==> src/design/glyph_bitmap_pixel_expander_assert.svh <==
// assertion macros used by the gbpe_serial module
`ifndef GLYPH_BITMAP_PIXEL_EXPANDER_ASSERT_SVH
`define GLYPH_BITMAP_PIXEL_EXPANDER_ASSERT_SVH

// same-cycle implication, checked out of reset
`define GBPE_ASSERT_NOW(label, ante, cons) \
    label: assert property (@(posedge clk) disable iff (!rst_n) (ante) |-> (cons)) \
        else $error("gbpe assertion failed");

// next-cycle implication, checked out of reset
`define GBPE_ASSERT_NEXT(label, ante, cons) \
    label: assert property (@(posedge clk) disable iff (!rst_n) (ante) |=> (cons)) \
        else $error("gbpe assertion failed");

`endif

==> src/design/gbpe_pkg.sv <==
package gbpe_pkg;

    localparam int WORD_IDX_W = 5;

    localparam logic [7:0] CMD_COL_ADDR  = 8'h2A;
    localparam logic [7:0] CMD_PAGE_ADDR = 8'h2B;
    localparam logic [7:0] CMD_MEM_WRITE = 8'h2C;

    localparam logic CFG_INK   = 1'b0;
    localparam logic CFG_PAPER = 1'b1;

    localparam logic [WORD_IDX_W-1:0] WORD_PAGE_CMD  = 5'd0;
    localparam logic [WORD_IDX_W-1:0] WORD_XS_HI     = 5'd1;
    localparam logic [WORD_IDX_W-1:0] WORD_XS_LO     = 5'd2;
    localparam logic [WORD_IDX_W-1:0] WORD_XE_HI     = 5'd3;
    localparam logic [WORD_IDX_W-1:0] WORD_XE_LO     = 5'd4;
    localparam logic [WORD_IDX_W-1:0] WORD_COL_CMD   = 5'd5;
    localparam logic [WORD_IDX_W-1:0] WORD_ROW_HI_A  = 5'd6;
    localparam logic [WORD_IDX_W-1:0] WORD_ROW_LO_A  = 5'd7;
    localparam logic [WORD_IDX_W-1:0] WORD_ROW_HI_B  = 5'd8;
    localparam logic [WORD_IDX_W-1:0] WORD_ROW_LO_B  = 5'd9;
    localparam logic [WORD_IDX_W-1:0] WORD_WRITE_CMD = 5'd10;
    localparam logic [WORD_IDX_W-1:0] WORD_PIX_FIRST = 5'd11;
    localparam logic [WORD_IDX_W-1:0] WORD_PIX_LAST  = 5'd18;

    typedef struct packed {
        logic [7:0]  bits;
        logic [15:0] x_start;
        logic [15:0] x_stop;
        logic [15:0] row;
    } job_t;

endpackage

==> src/design/gbpe_cursor.sv <==
module gbpe_cursor
    import gbpe_pkg::*;
(
    input  logic        clk,
    input  logic        rst_n,
    input  logic        in_valid,
    output logic        in_ready,
    input  logic [7:0]  bitmap_byte,
    input  logic        glyph_start,
    input  logic [15:0] origin_x,
    input  logic [15:0] origin_y,
    input  logic [3:0]  width_bytes,
    input  logic        job_take,
    output logic        job_valid,
    output job_t        job
);

    logic [15:0] glyph_left_reg,  glyph_left_next;
    logic [3:0]  glyph_width_reg, glyph_width_next;
    logic [15:0] x_start_reg,     x_start_next;
    logic [15:0] x_stop_reg,      x_stop_next;
    logic [15:0] row_reg,         row_next;
    logic        job_valid_reg;
    job_t        job_reg,         job_next;

    logic        accept;
    logic [15:0] cur_x_start;
    logic [15:0] cur_x_stop;
    logic [15:0] stop_step;
    logic [15:0] offset;
    logic        row_end;

    assign in_ready  = !job_valid_reg || job_take;
    assign accept    = in_valid && in_ready;
    assign job_valid = job_valid_reg;
    assign job       = job_reg;

    always_comb
    begin
        if (glyph_start)
        begin
            glyph_left_next  = origin_x;
            glyph_width_next = width_bytes;
            cur_x_start      = origin_x;
            cur_x_stop       = origin_x + 16'd7;
            row_next         = origin_y;
        end
        else
        begin
            glyph_left_next  = glyph_left_reg;
            glyph_width_next = glyph_width_reg;
            cur_x_start      = x_start_reg;
            cur_x_stop       = x_stop_reg;
            row_next         = row_reg;
        end

        job_next.bits    = bitmap_byte;
        job_next.x_start = cur_x_start;
        job_next.x_stop  = cur_x_stop;
        job_next.row     = row_next;

        // step right by one byte, or back to the left edge on the next row
        stop_step = cur_x_stop + 16'd8;
        offset    = stop_step - glyph_left_next;
        row_end   = offset >= {9'd0, glyph_width_next, 3'b000};
        if (row_end)
        begin
            x_start_next = glyph_left_next;
            x_stop_next  = glyph_left_next + 16'd7;
        end
        else
        begin
            x_start_next = cur_x_stop + 16'd1;
            x_stop_next  = stop_step;
        end
    end

    always_ff @(posedge clk or negedge rst_n)
    begin
        if (!rst_n)
        begin
            glyph_left_reg  <= 16'd0;
            glyph_width_reg <= 4'd1;
            x_start_reg     <= 16'd0;
            x_stop_reg      <= 16'd7;
            row_reg         <= 16'd0;
            job_valid_reg   <= 1'b0;
        end
        else if (accept)
        begin
            glyph_left_reg  <= glyph_left_next;
            glyph_width_reg <= glyph_width_next;
            x_start_reg     <= x_start_next;
            x_stop_reg      <= x_stop_next;
            row_reg         <= row_end ? row_next + 16'd1 : row_next;
            job_valid_reg   <= 1'b1;
        end
        else if (job_take)
        begin
            job_valid_reg   <= 1'b0;
        end
    end

    always_ff @(posedge clk)
    begin
        if (accept)
        begin
            job_reg <= job_next;
        end
    end

endmodule

==> src/design/gbpe_serial.sv <==
`include "glyph_bitmap_pixel_expander_assert.svh"

module gbpe_serial
    import gbpe_pkg::*;
(
    input  logic        clk,
    input  logic        rst_n,
    input  logic        job_valid,
    input  job_t        job,
    output logic        job_take,
    input  logic [15:0] ink_color,
    input  logic [15:0] paper_color,
    output logic        out_valid,
    input  logic        out_ready,
    output logic        is_command,
    output logic [15:0] bus_word,
    output logic        last_word
);

    logic [WORD_IDX_W-1:0] idx_reg;
    logic                  out_valid_reg;
    logic                  is_command_reg, is_command_next;
    logic [15:0]           bus_word_reg,   bus_word_next;
    logic                  last_word_reg,  last_word_next;

    logic                  out_load;
    logic                  advance;
    logic [2:0]            pix_sel;

    assign out_load   = !out_valid_reg || out_ready;
    assign advance    = job_valid && out_load;
    assign job_take   = advance && (idx_reg == WORD_PIX_LAST);
    assign out_valid  = out_valid_reg;
    assign is_command = is_command_reg;
    assign bus_word   = bus_word_reg;
    assign last_word  = last_word_reg;

    always_comb
    begin
        pix_sel         = 3'(idx_reg - WORD_PIX_FIRST);
        is_command_next = 1'b0;
        bus_word_next   = 16'd0;
        last_word_next  = 1'b0;
        unique case (idx_reg) inside
            WORD_PAGE_CMD:
            begin
                is_command_next = 1'b1;
                bus_word_next   = {8'd0, CMD_PAGE_ADDR};
            end
            WORD_XS_HI:    bus_word_next = {8'd0, job.x_start[15:8]};
            WORD_XS_LO:    bus_word_next = job.x_start;
            WORD_XE_HI:    bus_word_next = {8'd0, job.x_stop[15:8]};
            WORD_XE_LO:    bus_word_next = job.x_stop;
            WORD_COL_CMD:
            begin
                is_command_next = 1'b1;
                bus_word_next   = {8'd0, CMD_COL_ADDR};
            end
            WORD_ROW_HI_A, WORD_ROW_HI_B: bus_word_next = {8'd0, job.row[15:8]};
            WORD_ROW_LO_A, WORD_ROW_LO_B: bus_word_next = job.row;
            WORD_WRITE_CMD:
            begin
                is_command_next = 1'b1;
                bus_word_next   = {8'd0, CMD_MEM_WRITE};
            end
            [WORD_PIX_FIRST:WORD_PIX_LAST]:
            begin
                // msb first
                bus_word_next  = job.bits[3'd7 - pix_sel] ? ink_color : paper_color;
                last_word_next = (idx_reg == WORD_PIX_LAST);
            end
            default:
            begin
                bus_word_next = 16'd0;
            end
        endcase
    end

    always_ff @(posedge clk or negedge rst_n)
    begin
        if (!rst_n)
        begin
            idx_reg       <= WORD_PAGE_CMD;
            out_valid_reg <= 1'b0;
        end
        else if (advance)
        begin
            idx_reg       <= (idx_reg == WORD_PIX_LAST) ? WORD_PAGE_CMD
                                                        : idx_reg + 5'd1;
            out_valid_reg <= 1'b1;
        end
        else if (out_load)
        begin
            out_valid_reg <= 1'b0;
        end
    end

    always_ff @(posedge clk)
    begin
        if (advance)
        begin
            is_command_reg <= is_command_next;
            bus_word_reg   <= bus_word_next;
            last_word_reg  <= last_word_next;
        end
    end

    `GBPE_ASSERT_NOW(a_idx_range, 1'b1, idx_reg <= WORD_PIX_LAST)
    `GBPE_ASSERT_NOW(a_last_is_data, out_valid_reg && last_word_reg, !is_command_reg)
    `GBPE_ASSERT_NOW(a_cmd_high_zero, out_valid_reg && is_command_reg, bus_word_reg[15:8] == 8'd0)
    `GBPE_ASSERT_NEXT(a_take_wraps, job_take, idx_reg == WORD_PAGE_CMD && last_word_reg)

endmodule

==> src/design/glyph_bitmap_pixel_expander.sv <==
// the first bus word of a byte passes through the cursor's job register and then the serial output register
// each byte becomes 19 bus words, one bus word per cycle on the output side while m_tready holds high
// the next byte is taken while the previous byte's last word still waits
// reset: cursor at x 0, row 0, glyph width one byte; ink 0x0000, paper 0xffff
// reset: no bus word pending and no byte held
module glyph_bitmap_pixel_expander
    import gbpe_pkg::*;
(
    input  logic        clk,
    input  logic        rst_n,
    input  logic        s_tvalid,
    output logic        s_tready,
    input  logic [47:0] s_tdata,   // bitmap_byte, origin_x, origin_y, width_bytes, zero pad
    input  logic        s_tuser,   // glyph_start
    output logic        m_tvalid,
    input  logic        m_tready,
    output logic [15:0] m_tdata,   // bus_word
    output logic        m_tuser,   // is_command
    output logic        m_tlast,
    input  logic        cfg_valid,
    output logic        cfg_ready,
    input  logic        cfg_index,
    input  logic [15:0] cfg_data
);

    logic [15:0] ink_reg;
    logic [15:0] paper_reg;
    logic        job_valid;
    logic        job_take;
    job_t        job;

    assign cfg_ready = 1'b1;

    always_ff @(posedge clk or negedge rst_n)
    begin
        if (!rst_n)
        begin
            ink_reg   <= 16'h0000;
            paper_reg <= 16'hFFFF;
        end
        else if (cfg_valid)
        begin
            if (cfg_index == CFG_INK)
            begin
                ink_reg <= cfg_data;
            end
            else if (cfg_index == CFG_PAPER)
            begin
                paper_reg <= cfg_data;
            end
        end
    end

    gbpe_cursor u_cursor
    (
        .clk         (clk),
        .rst_n       (rst_n),
        .in_valid    (s_tvalid),
        .in_ready    (s_tready),
        .bitmap_byte (s_tdata[7:0]),
        .glyph_start (s_tuser),
        .origin_x    (s_tdata[23:8]),
        .origin_y    (s_tdata[39:24]),
        .width_bytes (s_tdata[43:40]),
        .job_take    (job_take),
        .job_valid   (job_valid),
        .job         (job)
    );

    gbpe_serial u_serial
    (
        .clk         (clk),
        .rst_n       (rst_n),
        .job_valid   (job_valid),
        .job         (job),
        .job_take    (job_take),
        .ink_color   (ink_reg),
        .paper_color (paper_reg),
        .out_valid   (m_tvalid),
        .out_ready   (m_tready),
        .is_command  (m_tuser),
        .bus_word    (m_tdata),
        .last_word   (m_tlast)
    );

endmodule
==> config.mk <==
export PLATFORM = sky130hd
export DESIGN_NAME = glyph_bitmap_pixel_expander
export DESIGN_NICKNAME = d
export VERILOG_FILES = /design/src/design/gbpe_pkg.sv /design/src/design/gbpe_cursor.sv /design/src/design/gbpe_serial.sv /design/src/design/glyph_bitmap_pixel_expander.sv
export VERILOG_INCLUDE_DIRS = /design/src /design/src/design
export SDC_FILE = /design/constraint.sdc
export NUM_CORES = 1
export LEC_CHECK = 0
export ABC_AREA = 1
export BUFFER_PORTS_ARGS = -buffer_cell sky130_fd_sc_hd__buf_2
export CAP_MARGIN = 20
export CORE_MARGIN = 8
export CORE_UTILIZATION = 55
export CTS_BUF_LIST = sky130_fd_sc_hd__clkbuf_8
export CTS_CLUSTER_DIAMETER = 80
export DETAILED_ROUTE_END_ITERATION = 10
export HOLD_SLACK_MARGIN = 0.08
export PLACE_DENSITY = 0.74
export SYNTH_ARGS = -nofsm -noshare
export SYNTH_HDL_FRONTEND = slang
export SYNTH_SLANG_ARGS = --single-unit
==> constraint.sdc <==
create_clock -name clk -period 12.05 [get_ports clk]
set_input_delay 0.6025 -clock clk [delete_from_list [all_inputs] [get_ports clk]]
set_output_delay 0.6025 -clock clk [all_outputs]
set_load 0.005 [all_outputs]
### Yosys cells after proc, flatten, opt, wreduce, memory -nomap -nowiden

Cells that the tools add are included.

* add/subtract/negate cells: 9
* order comparisons: 4
* equality and inequality tests: 11
* mux-type cells: 18
* bitwise gates (word level): 1
* reduce and logical (&&, ||, !) cells: 16

Operators with widths (number)
* case mux 16 bit (10 select lines): 1
* 2-to-1 mux 16 bit: 8
* adder 16 x 1 -> 16 bit, second input constant: 2
* adder 16 x 3 -> 16 bit, second input constant: 2
* == test 5 x 3 -> 1 bit, second input constant: 4
* adder 16 x 4 -> 16 bit, second input constant: 1
* >= comparator 16 x 7 -> 1 bit: 1
* subtractor 16 bit: 1
* == test 5 x 4 -> 1 bit, second input constant: 3
* == test 5 x 2 -> 1 bit, second input constant: 2
* 2-to-1 mux 1 bit: 6
* adder 5 x 1 -> 5 bit, second input constant: 1
* == test 5 x 1 -> 1 bit, second input constant: 1
* == test 5 bit, second input constant: 1
* >= comparator 5 x 4 -> 1 bit, second input constant: 1
* <= comparator 5 bit, second input constant: 1
* logical NOT 5 bit: 1
* 2-to-1 mux 5 bit: 1
* logical AND 1 bit: 4
* < comparator 3 x 4 -> 1 bit, second input constant: 1
* 2-to-1 mux 4 bit: 1
* AND reduction 2 bit: 2
* nonzero test 2 bit: 2
* OR reduction 2 bit: 2
* other kinds (7): 9

* flip-flop bits (word level): 181
* bits of input ports: 71
* output and inout bits: 21
* word-level logic and storage cells: 76

### Longest topological paths before layout

* word-level depth: 7
* gate-level depth with buffers: 33
* gate-level depth less buffers: 30

### Cells and area by module

From an unflattened synthesis, not the netlist that was laid out.

* cell total of the unflattened synthesis: 1472
* area, all modules: 11452.2 um^2

By module, submodules not included
* gbpe_cursor: times used 1, cells each 1014, area an instance 7910.1 um^2, seq. area each 3413.3 um^2
* gbpe_serial: times used 1, cells each 316, area an instance 2190.9 um^2, seq. area each 690.7 um^2
* glyph_bitmap_pixel_expander: times used 1, cells each 142, area an instance 1351.3 um^2, seq. area each 820.8 um^2

### Least setup slack after synthesis

No wires, ideal clock.

* path kind: input to register
* from: input s_tuser
* to: register u_cursor.x_stop_reg[13]
* setup time: 0.118 ns
* arrival time: 4.265 ns
* data required time: 11.932 ns
* path slack: 7.667 ns
* cell stages on the path: 27
* path buffers: 5
* cell sequence: buf_6 > buf_6 > buf_6 > nand2_1 > inv_1 > nand2_1 > o21ai_0 > a31oi_2 > ha_1 > inv_1 > xor2_1 > inv_1 > ha_1 > a21oi_1 > nand2_1 > xor2_1 > ha_1 > nand2_1 > nand2_1 > nor2_1 > nand4_1 > nor2_1 > clkbuf_1 > buf_2 > nand3_1 > nand3_1 > nand2_1

* word-level cells in the longest chain between the ends: 5
* elaborated cells on any way between the ends: 8
* classes of those cells: add/sub (3); order compare (1); mux (4)

Ends and longest elaborated chain
* from (decl): line glyph_bitmap_pixel_expander.sv:14 `input logic s_tuser,`
* 2-to-1 mux 16 bit *: line gbpe_cursor.sv:40 `if (glyph_start)`
* net u_cursor.cur_x_stop[3]: line gbpe_cursor.sv:28 `logic [15:0] cur_x_stop;`
* adder 16 x 4 -> 16 bit *: line gbpe_cursor.sv:63 `stop_step = cur_x_stop + 16'd8;`
* subtractor 16 bit: line gbpe_cursor.sv:64 `offset = stop_step - glyph_left_next;`
* >= comparator 16 x 7 -> 1 bit: line gbpe_cursor.sv:65 `row_end = offset >= {9'd0, glyph_width_next, 3'b000};`
* 2-to-1 mux 16 bit *: line gbpe_cursor.sv:66 `if (row_end)`
* to (signal assigned): line gbpe_cursor.sv:94 `x_stop_reg <= x_stop_next;`
* to (decl): line gbpe_cursor.sv:21 `logic [15:0] x_stop_reg, x_stop_next;`

Mark *: on every way through the listed nets, which the timed path passes. The rest lies on a longest branch.
A chain may end at the register's enable or synchronous reset.

### Final worst setup path

* from: input s_tuser
* to: register u_cursor.row_reg[2]

* word-level cells in the longest chain between the ends: 5
* elaborated cells on any way between the ends: 9
* classes of those cells: add/sub (3); order compare (1); mux (5)

Ends and longest elaborated chain
* 2-to-1 mux 16 bit: line gbpe_cursor.sv:40
* net u_cursor.cur_x_stop[1]: line gbpe_cursor.sv:28
* adder 16 x 4 -> 16 bit: line gbpe_cursor.sv:63
* subtractor 16 bit: line gbpe_cursor.sv:64
* >= comparator 16 x 7 -> 1 bit: line gbpe_cursor.sv:65
* 2-to-1 mux 16 bit: line gbpe_cursor.sv:95 `row_reg <= row_end ? row_next + 16'd1 : row_next;`
* to (signal assigned): line gbpe_cursor.sv:95
* to (decl): line gbpe_cursor.sv:22 `logic [15:0] row_reg, row_next;`

The timed path passes the listed nets, and every way through them passes these cells.

==> metrics.csv <==
metric,value,unit
crit_start,s_tuser,
synthTopCellsByArea,"edfxtp_1, dfrtp_1, nand2_1",
portBuffers,86,
tritoncts,done,
areaGrowthSynthToFinish,8.160,%
layout.nets,1612,
antenna_found_initial,1,
grt_pass1_wl,49180,µm
fp-row-count,52,
stdcell_count,1794,
first_pass_iters,5,
arrival,7320,ps
dp.final_hpwl,22060,µm
critPathKind,input port to flop,
die_y,159.4,µm
drc,0,
dp_cells,1762,
grt_pass1_vias,9497,
holdBufCountCts,0,
power_density,189.8,nW/µm²
setup_tns,0,ps
wl,30180,µm
clk_pin_slew,110,ps
crit_fanout,65,
synth_edf_count,74,
synth_area_leader_cell,edfxtp_1,
min_period,6948,ps
drv_cap,0,
cts_setup_buffers,0,
worstMarginPinSlew,1120,ps
synth_top_area_share,19.64,%
fmax,0.1439,GHz
grt_use_total,23.69,%
die_width,159.4,µm
wl_per_cell,16.82,µm
ioPinCount,92,
swShare,42.36,%
p_leak,5.967,nW
finalMaxSlewViolations,0,
start_util,55.92,%
path_common_cell,nand2_1,
clock_path_buffers,2,
slowest_stage,o21ai_0,
largest_register_ffs,56,
drtIter0Drc,842,
numCtsBuffers,17,
p_clk_share,18.1,%
worst_ep_required_time,12420,ps
clkSinkCount,181,
p_sw,0.9838,mW
via_per_inst,5.555,
clock_latency,470,ps
ys.flop_type,dfrtp_1,
ys_ff_latch,181,
postSynthCellCount,1452,
place_congestion,0.9633,
yosysMostFrequentCell,nand2_1,
rsz0062_at_grt,no,
vdd_drop_max,0.00008821,V
max_slew_margin,25.08,%
p_seq_share,39.0,%
postRouteAntennaNets,0,
ys_top_cells_by_count,"nand2_1, inv_1, nand3_1",
core,20230,µm²
period_share,57.66,%
r2r-start,u_cursor.x_stop_reg[3],
synth.avg_cell_area,7.793,µm²
hp-class,input port to asynchronous set/reset pin,
htreeDepth,4,
internal-power,1.339,mW
comb_power_share,42.9,%
ys_async_sr_fraction,59.12,%
startpoint_type,input port,
fin_total_pwr,2.322,mW
fin_skew,16.51,ps
via_count,9966,
hold_viol_final,0,
syn-num-nets,1553,
critPathMaxStageDelay,860,ps
root_buffer,clkbuf_8,
yosys_warnings,0,
grt_max_degree,80,
synth_cell_types,59,
die_area,25420,µm²
syn-cell-area,11320,µm²
cts_resized,0,
status,finished clean,
drive_above_1_share,13.91,%
report.final.setup_viol,0,
overflow,0,
yosysSeqAreaShare,43.52,%
endpoint_kind,flop,
antennaDiodeCount,0,
power by group through the flow:
stage	combinational, mW	clock, mW	sequential [mW]
finish	0.996	0.421	0.906
CTS	0.986	0.425	0.904
detailed placement	0.979	0	0.916
floorplan	0.742	0	0.903
global route	1.13	0.447	0.922
global placement	0.961	0	0.911
worst max-delay path, delay by kind of cell:
family | cells | cell delay [ps]
AND/OR/NAND/NOR | 20 | 2000
AO/OA/AOI/OAI | 1 | 860
buffers and inverters | 6 | 2930
adder cells (fa/ha/maj) | 2 | 670
XOR/XNOR | 1 | 160
kinds of logic after synthesis:
logic type | Yosys count | synth area share [%]
AO/OA/AOI/OAI | 181 | 9.587
XOR/XNOR | 58 | 4.489
adder cells (fa/ha/maj) | 30 | 3.383
buffers and inverters | 223 | 8.470
flip-flops | 181 | 43.52
multiplexers | 3 | 0.2654
other | 1 | 0.03314
AND/OR/NAND/NOR | 775 | 30.25
per-stage QoR:
step / utilization (%) / hold slack, ps / area, µm² / setup WS, ps
final: 60.49 / 102.4 / 12240 / 5102
after global routing: 60.49 / 132.9 / 12240 / 4584
after CTS: 60.49 / 119.8 / 12240 / 5258
after detailed placement: 58.50 / 462.1 / 11840 / 4765
after global placement: 58.50 / 455.7 / 11840 / 4823
after floorplan: - / 306.9 / 11320 / 7667
area by class of cell:
class	instances	area, µm²
Tap cell	270	337.8
Fill cell	1823	7995
Timing Repair Buffer	94	493.0
Inverter	169	634.4
Clock inverter	15	167.7
Sequential cell	181	4925
Multi-Input combinational cell	1048	5448
Clock buffer	17	234.0
layout by cell type, fill, tap and decap left out, types with 17 or more instances in the layout:
cell type,n
nand3_1,118
buf_2,85
inv_1,164
nor2_1,88
edfxtp_1,74
ha_1,29
xor2_1,48
nand2_1,469
o21ai_0,105
clkbuf_8,17
a21oi_1,19
dfstp_2,20
dfrtp_1,87
nand4_1,19
per-layer routing:
layer | vias to the layer above | track usage [%] | share of wire, %
met5 | - | 0 | 0.050
met4 | 2 | 8.662 | 3.3
met3 | 60 | 4.111 | 6.7
met2 | 376 | 38.11 | 46
met1 | 4690 | 31.60 | 44
li1 | 4838 | - | -
final timing paths:
path                       cells past startpoint                       to  slack (ps)
min                                            1      u_serial.idx_reg[0]         100
min in group clk                               1         u_cursor.job[54]         300
max                                           30      u_cursor.row_reg[2]        5100
max in group asynchronous                      2  u_cursor.x_start_reg[2]       10630
max reg2reg                                   24      u_cursor.row_reg[2]        6710
min reg2reg                                    2   u_cursor.x_stop_reg[0]         480
No activity file was read; power rests on OpenSTA's default activity.
